`src/design/sc2a_pkg.sv`:
```
`default_nettype none
// ----------------------------------------------------------------------------
// sc2a_pkg: shared types, constants and tables for the scancode decoder
// Holds the set-1 scancode values of the modifier keys, the modifier flag
// bundle and the three character tables (lower, upper and ctrl).
// ----------------------------------------------------------------------------
package sc2a_pkg;

    localparam int CodeW = 8;
    localparam int CharW = 7;

    // Modifier scancodes, set 1
    localparam logic [CodeW-1:0] CodeShiftLMake  = 8'h2A;
    localparam logic [CodeW-1:0] CodeShiftRMake  = 8'h36;
    localparam logic [CodeW-1:0] CodeShiftLBreak = 8'hAA;
    localparam logic [CodeW-1:0] CodeShiftRBreak = 8'hB6;
    localparam logic [CodeW-1:0] CodeCtrlMake    = 8'h1D;
    localparam logic [CodeW-1:0] CodeCtrlBreak   = 8'h9D;
    localparam logic [CodeW-1:0] CodeCapsMake    = 8'h3A;

    localparam logic [CodeW-1:0] EofReset = 8'h04;

    // Modifier state passed from the flag register to the lookup logic
    typedef struct packed {
        logic shift_held;
        logic ctrl_held;
        logic caps_lock_on;
    } t_mod_flags;

    // Lower-case table; codes without a character give zero.
    function automatic logic [CharW-1:0] f_tab_lower(input logic [CodeW-1:0] code);
        logic [CharW-1:0] ch;
        case (code)
            8'h01: ch = 7'h1B; 8'h02: ch = 7'h31; 8'h03: ch = 7'h32; 8'h04: ch = 7'h33;
            8'h05: ch = 7'h34; 8'h06: ch = 7'h35; 8'h07: ch = 7'h36; 8'h08: ch = 7'h37;
            8'h09: ch = 7'h38; 8'h0A: ch = 7'h39; 8'h0B: ch = 7'h30; 8'h0C: ch = 7'h2D;
            8'h0D: ch = 7'h3D; 8'h0E: ch = 7'h08; 8'h0F: ch = 7'h09;
            8'h10: ch = 7'h71; 8'h11: ch = 7'h77; 8'h12: ch = 7'h65; 8'h13: ch = 7'h72;
            8'h14: ch = 7'h74; 8'h15: ch = 7'h79; 8'h16: ch = 7'h75; 8'h17: ch = 7'h69;
            8'h18: ch = 7'h6F; 8'h19: ch = 7'h70; 8'h1A: ch = 7'h5B; 8'h1B: ch = 7'h5D;
            8'h1C: ch = 7'h0A; 8'h1E: ch = 7'h61; 8'h1F: ch = 7'h73;
            8'h20: ch = 7'h64; 8'h21: ch = 7'h66; 8'h22: ch = 7'h67; 8'h23: ch = 7'h68;
            8'h24: ch = 7'h6A; 8'h25: ch = 7'h6B; 8'h26: ch = 7'h6C; 8'h27: ch = 7'h3B;
            8'h28: ch = 7'h27; 8'h29: ch = 7'h60; 8'h2B: ch = 7'h5C; 8'h2C: ch = 7'h7A;
            8'h2D: ch = 7'h78; 8'h2E: ch = 7'h63; 8'h2F: ch = 7'h76;
            8'h30: ch = 7'h62; 8'h31: ch = 7'h6E; 8'h32: ch = 7'h6D; 8'h33: ch = 7'h2C;
            8'h34: ch = 7'h2E; 8'h35: ch = 7'h2F; 8'h37: ch = 7'h2A; 8'h39: ch = 7'h20;
            8'h4A: ch = 7'h2D; 8'h4E: ch = 7'h2B;
            default: ch = '0;
        endcase
        return ch;
    endfunction

    // Upper-case table, used without ctrl when shift and caps lock differ.
    function automatic logic [CharW-1:0] f_tab_upper(input logic [CodeW-1:0] code);
        logic [CharW-1:0] ch;
        case (code)
            8'h01: ch = 7'h1B; 8'h02: ch = 7'h21; 8'h03: ch = 7'h40; 8'h04: ch = 7'h23;
            8'h05: ch = 7'h24; 8'h06: ch = 7'h25; 8'h07: ch = 7'h5E; 8'h08: ch = 7'h26;
            8'h09: ch = 7'h2A; 8'h0A: ch = 7'h28; 8'h0B: ch = 7'h29; 8'h0C: ch = 7'h5F;
            8'h0D: ch = 7'h2B; 8'h0E: ch = 7'h08; 8'h0F: ch = 7'h09;
            8'h10: ch = 7'h51; 8'h11: ch = 7'h57; 8'h12: ch = 7'h45; 8'h13: ch = 7'h52;
            8'h14: ch = 7'h54; 8'h15: ch = 7'h59; 8'h16: ch = 7'h55; 8'h17: ch = 7'h49;
            8'h18: ch = 7'h4F; 8'h19: ch = 7'h50; 8'h1A: ch = 7'h7B; 8'h1B: ch = 7'h7D;
            8'h1C: ch = 7'h0A; 8'h1E: ch = 7'h41; 8'h1F: ch = 7'h53;
            8'h20: ch = 7'h44; 8'h21: ch = 7'h46; 8'h22: ch = 7'h47; 8'h23: ch = 7'h48;
            8'h24: ch = 7'h4A; 8'h25: ch = 7'h4B; 8'h26: ch = 7'h4C; 8'h27: ch = 7'h3A;
            8'h28: ch = 7'h22; 8'h29: ch = 7'h7E; 8'h2B: ch = 7'h7C; 8'h2C: ch = 7'h5A;
            8'h2D: ch = 7'h58; 8'h2E: ch = 7'h43; 8'h2F: ch = 7'h56;
            8'h30: ch = 7'h42; 8'h31: ch = 7'h4E; 8'h32: ch = 7'h4D; 8'h33: ch = 7'h3C;
            8'h34: ch = 7'h3E; 8'h35: ch = 7'h3F; 8'h39: ch = 7'h20;
            8'h47: ch = 7'h37; 8'h48: ch = 7'h38; 8'h49: ch = 7'h39; 8'h4A: ch = 7'h2D;
            8'h4B: ch = 7'h34; 8'h4C: ch = 7'h35; 8'h4D: ch = 7'h36; 8'h4E: ch = 7'h2B;
            8'h4F: ch = 7'h31; 8'h50: ch = 7'h32; 8'h51: ch = 7'h33; 8'h52: ch = 7'h30;
            8'h53: ch = 7'h2E;
            default: ch = '0;
        endcase
        return ch;
    endfunction

    // Control-character table, used whenever ctrl is held.
    function automatic logic [CharW-1:0] f_tab_ctrl(input logic [CodeW-1:0] code);
        logic [CharW-1:0] ch;
        case (code)
            8'h01: ch = 7'h1B; 8'h07: ch = 7'h1E; 8'h0C: ch = 7'h1F; 8'h0E: ch = 7'h7F;
            8'h10: ch = 7'h11; 8'h11: ch = 7'h17; 8'h12: ch = 7'h05; 8'h13: ch = 7'h12;
            8'h14: ch = 7'h14; 8'h15: ch = 7'h19; 8'h16: ch = 7'h15; 8'h17: ch = 7'h09;
            8'h18: ch = 7'h0F; 8'h19: ch = 7'h10; 8'h1A: ch = 7'h1B; 8'h1B: ch = 7'h1D;
            8'h1C: ch = 7'h0A; 8'h1E: ch = 7'h01; 8'h1F: ch = 7'h13;
            8'h20: ch = 7'h04; 8'h21: ch = 7'h06; 8'h22: ch = 7'h07; 8'h23: ch = 7'h08;
            8'h24: ch = 7'h0A; 8'h25: ch = 7'h0B; 8'h26: ch = 7'h0C; 8'h2B: ch = 7'h1C;
            8'h2C: ch = 7'h1A; 8'h2D: ch = 7'h18; 8'h2E: ch = 7'h03; 8'h2F: ch = 7'h16;
            8'h30: ch = 7'h02; 8'h31: ch = 7'h0E; 8'h32: ch = 7'h0D; 8'h37: ch = 7'h10;
            8'h39: ch = 7'h20;
            default: ch = '0;
        endcase
        return ch;
    endfunction

endpackage
`default_nettype wire

```
`src/design/sc2a_lookup.sv`:
```
`default_nettype none
// ----------------------------------------------------------------------------
// sc2a_lookup: character table selection
// Picks the ctrl, upper or lower table from the modifier flags and looks up
// the held scancode. A zero character means the code produces no output.
// ----------------------------------------------------------------------------
module sc2a_lookup
    import sc2a_pkg::*;
(
    input  wire logic [CodeW-1:0] i_code,
    input  wire t_mod_flags       i_flags,
    output logic      [CharW-1:0] o_char
);

    // Ctrl has priority; otherwise shift XOR caps lock selects upper case.
    always_comb begin
        if (i_flags.ctrl_held) begin
            o_char = f_tab_ctrl(i_code);
        end else if (i_flags.shift_held ^ i_flags.caps_lock_on) begin
            o_char = f_tab_upper(i_code);
        end else begin
            o_char = f_tab_lower(i_code);
        end
    end

endmodule
`default_nettype wire

```
`src/design/sc2a_mod_flags.sv`:
```
`default_nettype none
// ----------------------------------------------------------------------------
// sc2a_mod_flags: modifier key state
// Holds shift, ctrl and caps lock. A processed scancode that yields no
// character updates the flags when it is one of the modifier codes.
// ----------------------------------------------------------------------------
module sc2a_mod_flags
    import sc2a_pkg::*;
(
    input  wire logic             i_clk,
    input  wire logic             i_rst_n,
    input  wire logic             i_update,
    input  wire logic [CodeW-1:0] i_code,
    output t_mod_flags            o_flags
);

    t_mod_flags r_flags;
    t_mod_flags n_flags;

    // Next flag values for a code that produced no character.
    always_comb begin
        n_flags = r_flags;
        case (i_code) inside
            CodeShiftLMake, CodeShiftRMake:   n_flags.shift_held = 1'b1;
            CodeShiftLBreak, CodeShiftRBreak: n_flags.shift_held = 1'b0;
            CodeCtrlMake:                     n_flags.ctrl_held = 1'b1;
            CodeCtrlBreak:                    n_flags.ctrl_held = 1'b0;
            CodeCapsMake:                     n_flags.caps_lock_on = ~r_flags.caps_lock_on;
            default:                          n_flags = r_flags;
        endcase
    end

    // Flag register.
    always_ff @(posedge i_clk) begin
        if (!i_rst_n) begin
            r_flags <= '0;
        end else if (i_update) begin
            r_flags <= n_flags;
        end
    end

    assign o_flags = r_flags;

endmodule
`default_nettype wire

```
`src/design/scancode_to_ascii_decoder_top.sv`:
```
`default_nettype none
// ----------------------------------------------------------------------------
// scancode_to_ascii_decoder_top: set-1 scancode to ASCII decoder
// Registers each scancode, translates it through the modifier-selected table
// and registers the resulting character with its end-of-file flag.
// ----------------------------------------------------------------------------
//   Channel   Direction  Payload                           Transfer
//   s_axis    in         tdata[7:0] scancode               i_s_tvalid & o_s_tready
//   m_axis    out        tdata[6:0] character, tuser eof   o_m_tvalid & i_m_tready
//   cfg       in         data[7:0] eof_char                i_cfg_valid (ready tied high)
//
// One scancode is taken per cycle while the output does not stall. A scancode
// then moves to the output register: the table lookup runs while it sits in the
// input register. Codes that give no character only update the modifier flags.
// A stalled output holds the lookup stage, and the input then stalls in turn.
// Synchronous reset clears the flags, both valid bits and sets eof_char to 4.
// ----------------------------------------------------------------------------
module scancode_to_ascii_decoder_top
    import sc2a_pkg::*;
(
    input  wire logic             i_clk,
    input  wire logic             i_rst_n,
    // Scancode stream: tdata = scancode[7:0]
    input  wire logic             i_s_tvalid,
    output logic                  o_s_tready,
    input  wire logic [CodeW-1:0] i_s_tdata,
    // Character stream: tdata = character[6:0], zero[7]; tuser = is_eof[0]
    output logic                  o_m_tvalid,
    input  wire logic             i_m_tready,
    output logic [7:0]            o_m_tdata,
    output logic                  o_m_tuser,
    // Configuration: data = eof_char[7:0]
    input  wire logic             i_cfg_valid,
    output logic                  o_cfg_ready,
    input  wire logic [7:0]       i_cfg_data
);

    logic             r_in_valid;
    logic [CodeW-1:0] r_in_code;
    logic             r_out_valid;
    logic [CharW-1:0] r_out_char;
    logic             r_out_eof;
    logic [7:0]       r_eof_char;

    t_mod_flags       w_flags;
    logic [CharW-1:0] w_char;
    logic             w_has_char;
    logic             w_fire;

    // Configuration register, always ready.
    assign o_cfg_ready = 1'b1;

    always_ff @(posedge i_clk) begin
        if (!i_rst_n) begin
            r_eof_char <= EofReset;
        end else if (i_cfg_valid) begin
            r_eof_char <= i_cfg_data;
        end
    end

    // The held scancode is processed when it needs no output slot or one is free.
    assign w_has_char = (w_char != '0);
    assign w_fire     = r_in_valid && (!w_has_char || !r_out_valid || i_m_tready);
    assign o_s_tready = !r_in_valid || w_fire;

    // Input register.
    always_ff @(posedge i_clk) begin
        if (!i_rst_n) begin
            r_in_valid <= 1'b0;
        end else if (o_s_tready) begin
            r_in_valid <= i_s_tvalid;
        end
    end

    always_ff @(posedge i_clk) begin
        if (o_s_tready && i_s_tvalid) begin
            r_in_code <= i_s_tdata;
        end
    end

    sc2a_mod_flags u_flags (
        .i_clk    (i_clk),
        .i_rst_n  (i_rst_n),
        .i_update (w_fire && !w_has_char),
        .i_code   (r_in_code),
        .o_flags  (w_flags)
    );

    sc2a_lookup u_lookup (
        .i_code  (r_in_code),
        .i_flags (w_flags),
        .o_char  (w_char)
    );

    // Output register.
    always_ff @(posedge i_clk) begin
        if (!i_rst_n) begin
            r_out_valid <= 1'b0;
        end else if (w_fire && w_has_char) begin
            r_out_valid <= 1'b1;
        end else if (i_m_tready) begin
            r_out_valid <= 1'b0;
        end
    end

    always_ff @(posedge i_clk) begin
        if (w_fire && w_has_char) begin
            r_out_char <= w_char;
            r_out_eof  <= ({1'b0, w_char} == r_eof_char);
        end
    end

    assign o_m_tvalid = r_out_valid;
    assign o_m_tdata  = {1'b0, r_out_char};
    assign o_m_tuser  = r_out_eof;

endmodule
`default_nettype wire

```
`config.mk`:
```
export PLATFORM = sky130hd
export DESIGN_NAME = scancode_to_ascii_decoder_top
export DESIGN_NICKNAME = d
export VERILOG_FILES = /design/src/design/sc2a_pkg.sv /design/src/design/sc2a_lookup.sv /design/src/design/sc2a_mod_flags.sv /design/src/design/scancode_to_ascii_decoder_top.sv
export SDC_FILE = /design/constraint.sdc
export NUM_CORES = 1
export LEC_CHECK = 0
export ABC_AREA = 1
export BUFFER_PORTS_ARGS = -buffer_cell sky130_fd_sc_hd__buf_2
export CAP_MARGIN = 20
export CORE_UTILIZATION = 45
export DETAILED_ROUTE_END_ITERATION = 10
export GPL_TIMING_DRIVEN = 0
export PLACE_DENSITY = 0.66
export RECOVER_POWER = 100
export SETUP_SLACK_MARGIN = 0.15
export SLEW_MARGIN = 10
export SYNTH_ARGS = -nofsm -noshare
export SYNTH_HDL_FRONTEND = slang
export SYNTH_HIERARCHICAL = 1
export SYNTH_SLANG_ARGS = --single-unit
```
`constraint.sdc`:
```
create_clock -name i_clk -period 3.2 [get_ports i_clk]
set_input_delay 0.96 -clock i_clk [delete_from_list [all_inputs] [get_ports i_clk]]
set_output_delay 0.96 -clock i_clk [all_outputs]
set_load 0.05 [all_outputs]
```
==> out/metrics.csv <==
stage,metric,value,unit
status,status,"finished, violations left",
status,violated checks,negative setup slack,
route,met2 WL,4.649,mm
route,number of iterations in the first detailed-routing pass,5,
sta,Worst slew margin,59.71,%
route,via density per instance,5.686,
global_route,pin count of the biggest net entering global routing,13,
yosys,top post-synthesis cells by area,"nand2_1, edfxtp_1, dfxtp_1",
setup_path,CP startpoint kind,flip-flop,
global_route,GRT Util Overall,29.80,%
route,Total Routed Length,10.18,mm
power,VDD IR max,0.2807,mV
layout,Ant. Diodes,0,
sta,post-route clock skew,0.005512,ns
clock_network,Max Root-Sink Buffers,2,
floorplan,DIE HEIGHT,83.55,um
power,Pwr Density,324.4,nW/um^2
placed_design,RD Place Congestion,1.014,
floorplan,Die X,83.55,um
yosys,Yosys warnings,6,
yosys,synthesized area,2993,um^2
clock_network,clk_lat worst skew,0.28,ns
layout,post-route cell area,3699,um^2
sta,final setup vio count,1,
setup_path,WP data arrival,2.63,ns
setup_path,Setup CP Type,reg -> out,
power,Static Leak,1.792,nW
sta,Slew Limit Fails,0,
route,Via Count,3508,
placed_design,HPWL after detailed placement,7.543,mm
worst_hold_path,min-delay src,u_flags/o_flags[1],
placed_design,IO Port Bufs,30,
floorplan,Placeable Area,6386,um^2
clock_network,total CTS buffers,5,
clock_network,Clock transition at path regs,0.07,ns
global_route,vias in the first global route,3346,
floorplan,Ports,33,
clock_network,clock sink count,29,
power,Reg power frac,35.9,%
job,Max-Cap Viols,0,
power,Int Power,0.7610,mW
yosys,top cell type's share of synthesized area,18.44,%
yosys,Mapped Cells,480,
worst_hold_path,worst hold path class,reg -> reg,
placed_design,placed cell area,3269,um^2
power,Clk pwr share,27.6,%
power,net switching fraction of the power,36.57,%
clock_network,CTS root buf,clkbuf_8,
power,P_sw,0.4387,mW
floorplan,Die Area,6981,um^2
sta,unrepaired setup endpoints after global routing,true,
layout,area delta synth->final,23.58,%
sta,worst slew pin tran,0.6069,ns
route,highest metal used,met4,
global_route,initial antenna violation count,0,
power,Comb power frac,36.5,%
sta,Period minus WS final,3.589,ns
yosys,count of different cell masters after synthesis,42,
setup_path,FF-to-FF Start,r_in_code[0],
layout,fin nets,573,
route,metal1 wirelength,4.389,mm
sta,Max Fclk,0.2786,GHz
setup_path,critical path capture point type,output pin,
sta,fin crit share,112.2,%
setup_path,"Max FO, Critical Path",6,
route,Detail Route Antenna Nets,0,
sta,setup_tns,-0.3890,ns
floorplan,Core Rows,29,
global_route,global-route wire length before repair,16.34,mm
yosys,Seq cells post-synth,29,
setup_path,r2r setup slk,0.31,ns
route,drc violations,0,
yosys,syn_nets,514,
setup_path,critical path required time,2.24,ns
route,drt wl/cell,16.49,um
sta,Final Hold Fails,0,
yosys,sequential area share after synthesis,24.75,%
layout,layout cells sized above 1,24.44,%
route,DRT iter0 DRCs,346,
floorplan,starting density of the core,46.87,%
sta,fin worst setup slack,-0.3890,ns
route,met3 WL,819,um
yosys,Post-Syn Area per Cell,6.235,um^2
setup_path,Worst Setup SP,r_in_code[0],
clock_network,H-tree depth,2,
clock_network,CTS tree,yes,
yosys,top cell type by total area after synthesis,nand2_1,
global_route,total grt overflow,0,
[worst max-delay path, stage by stage, from the launching register on]
cell	delay, ns
edfxtp_1	0.47
buf_6	0.17
inv_8	0.08
ha_4	0.24
nand2_4	0.10
nand2_2	0.05
o21bai_1	0.15
nand2_1	0.08
nand2_1	0.07
a21oi_2	0.15
nand3_1	0.09
nand2_1	0.09
nand2_2	0.07
nor2_2	0.16
nand2_4	0.09
o21ai_4	0.14
buf_6	0.17
[layout make-up]
| cell class | count | area, um^2 |
|---|---|---|
| buffer | 20 | 155.1 |
| multi-input combinational | 375 | 2057 |
| fill | 675 | 2688 |
| sequential | 29 | 740.7 |
| clock buffer | 7 | 96.34 |
| inverter | 56 | 227.7 |
| clock inverter | 1 | 5.005 |
| timing repair buffer | 52 | 320.3 |
| tap | 77 | 96.34 |
[cells in the mapped netlist (all sizes together)]
cell type	n
inv	56
xnor2	2
and2	1
clkbuf	2
nand4	3
nor2	58
edfxtp	16
a31oi	2
or2	2
o21bai	1
nor3	7
a21oi	19
buf	18
a22oi	1
conb	2
o31ai	1
ha	13
o22ai	1
nand3b	3
o221ai	3
dfxtp	13
nand3	47
xor2	4
o21ai	40
o2111ai	1
nand2	153
o211ai	11
[layer usage]
layer	global-route usage [%]	vias to the layer above
li1	-	1679
met1	39.13	1610
met2	48.66	187
met3	6.330	32
met4	10.02	0
met5	0	-
[repair_timing]
action / in CTS / in global routing
resized for setup: 38 / 14
hold buffers: 0 / 0
setup endpoints to repair: 20 / 17
pin swaps: 13 / 5
cloned: 0 / 0
buffers inserted: 20 / 2
[power by group through the flow]
stage / clock [mW] / combinational [mW] / sequential, mW
floorplan: 0 / 0.244 / 0.465
global placement: 0 / 0.369 / 0.442
detailed placement: 0 / 0.368 / 0.443
CTS: 0.340 / 0.415 / 0.430
global route: 0.361 / 0.474 / 0.433
finish: 0.331 / 0.438 / 0.431
[registers in the layout, summed over array words and instances (netlist names)]
name,cells
r_in_valid,1
r_out_char,7
r_eof_char,8
o_m_tvalid,1
r_in_code,8
o_m_tuser,1
u_flags/o_flags,3
[path summary, 6_finish.rpt]
check                                          end  cells past startpoint
worst max register to register       r_out_char[2]                     17
worst min-delay path            u_flags/o_flags[1]                      2
worst max-delay path                    o_s_tready                     16
worst min register to register  u_flags/o_flags[1]                      2
[cells by family after synthesis]
| kind of cell | share of synthesized area (%) |
|---|---|
| AO/OA/AOI/OAI | 15.76 |
| other | 0.2509 |
| XOR/XNOR | 2.007 |
| flip-flops | 24.75 |
| adder cells (fa/ha/maj) | 5.435 |
| AND/OR/NAND/NOR | 39.47 |
| buffers and inverters | 12.33 |
[layout by cell type, fill, tap and decap left out, types with 11 or more instances in the layout]
cell type  count
clkbuf_1      11
buf_4         24
nand2_2       14
buf_2         25
a21oi_1       16
buf_6         11
o21ai_0       28
nor2_1        49
nand3_1       43
nand2_1      136
edfxtp_1      16
inv_1         44
dfxtp_1       13
[stage by stage]
stage               utilization (%)  hold WS [ns]  power, mW  cells  setup slack [ns]
detailed placement            51.20        0.4493     0.8108    587           -0.6604
global route                  57.92        0.4937      1.268    617           -0.4988
global placement              51.20        0.4462     0.8105    587           -0.6472
finish                        57.92        0.4578      1.200    617           -0.3890
CTS                           57.05        0.4601      1.186    615           -0.2984
floorplan                         -        0.4342     0.7085    480           0.02570
(Power assumes the default switching activity.)
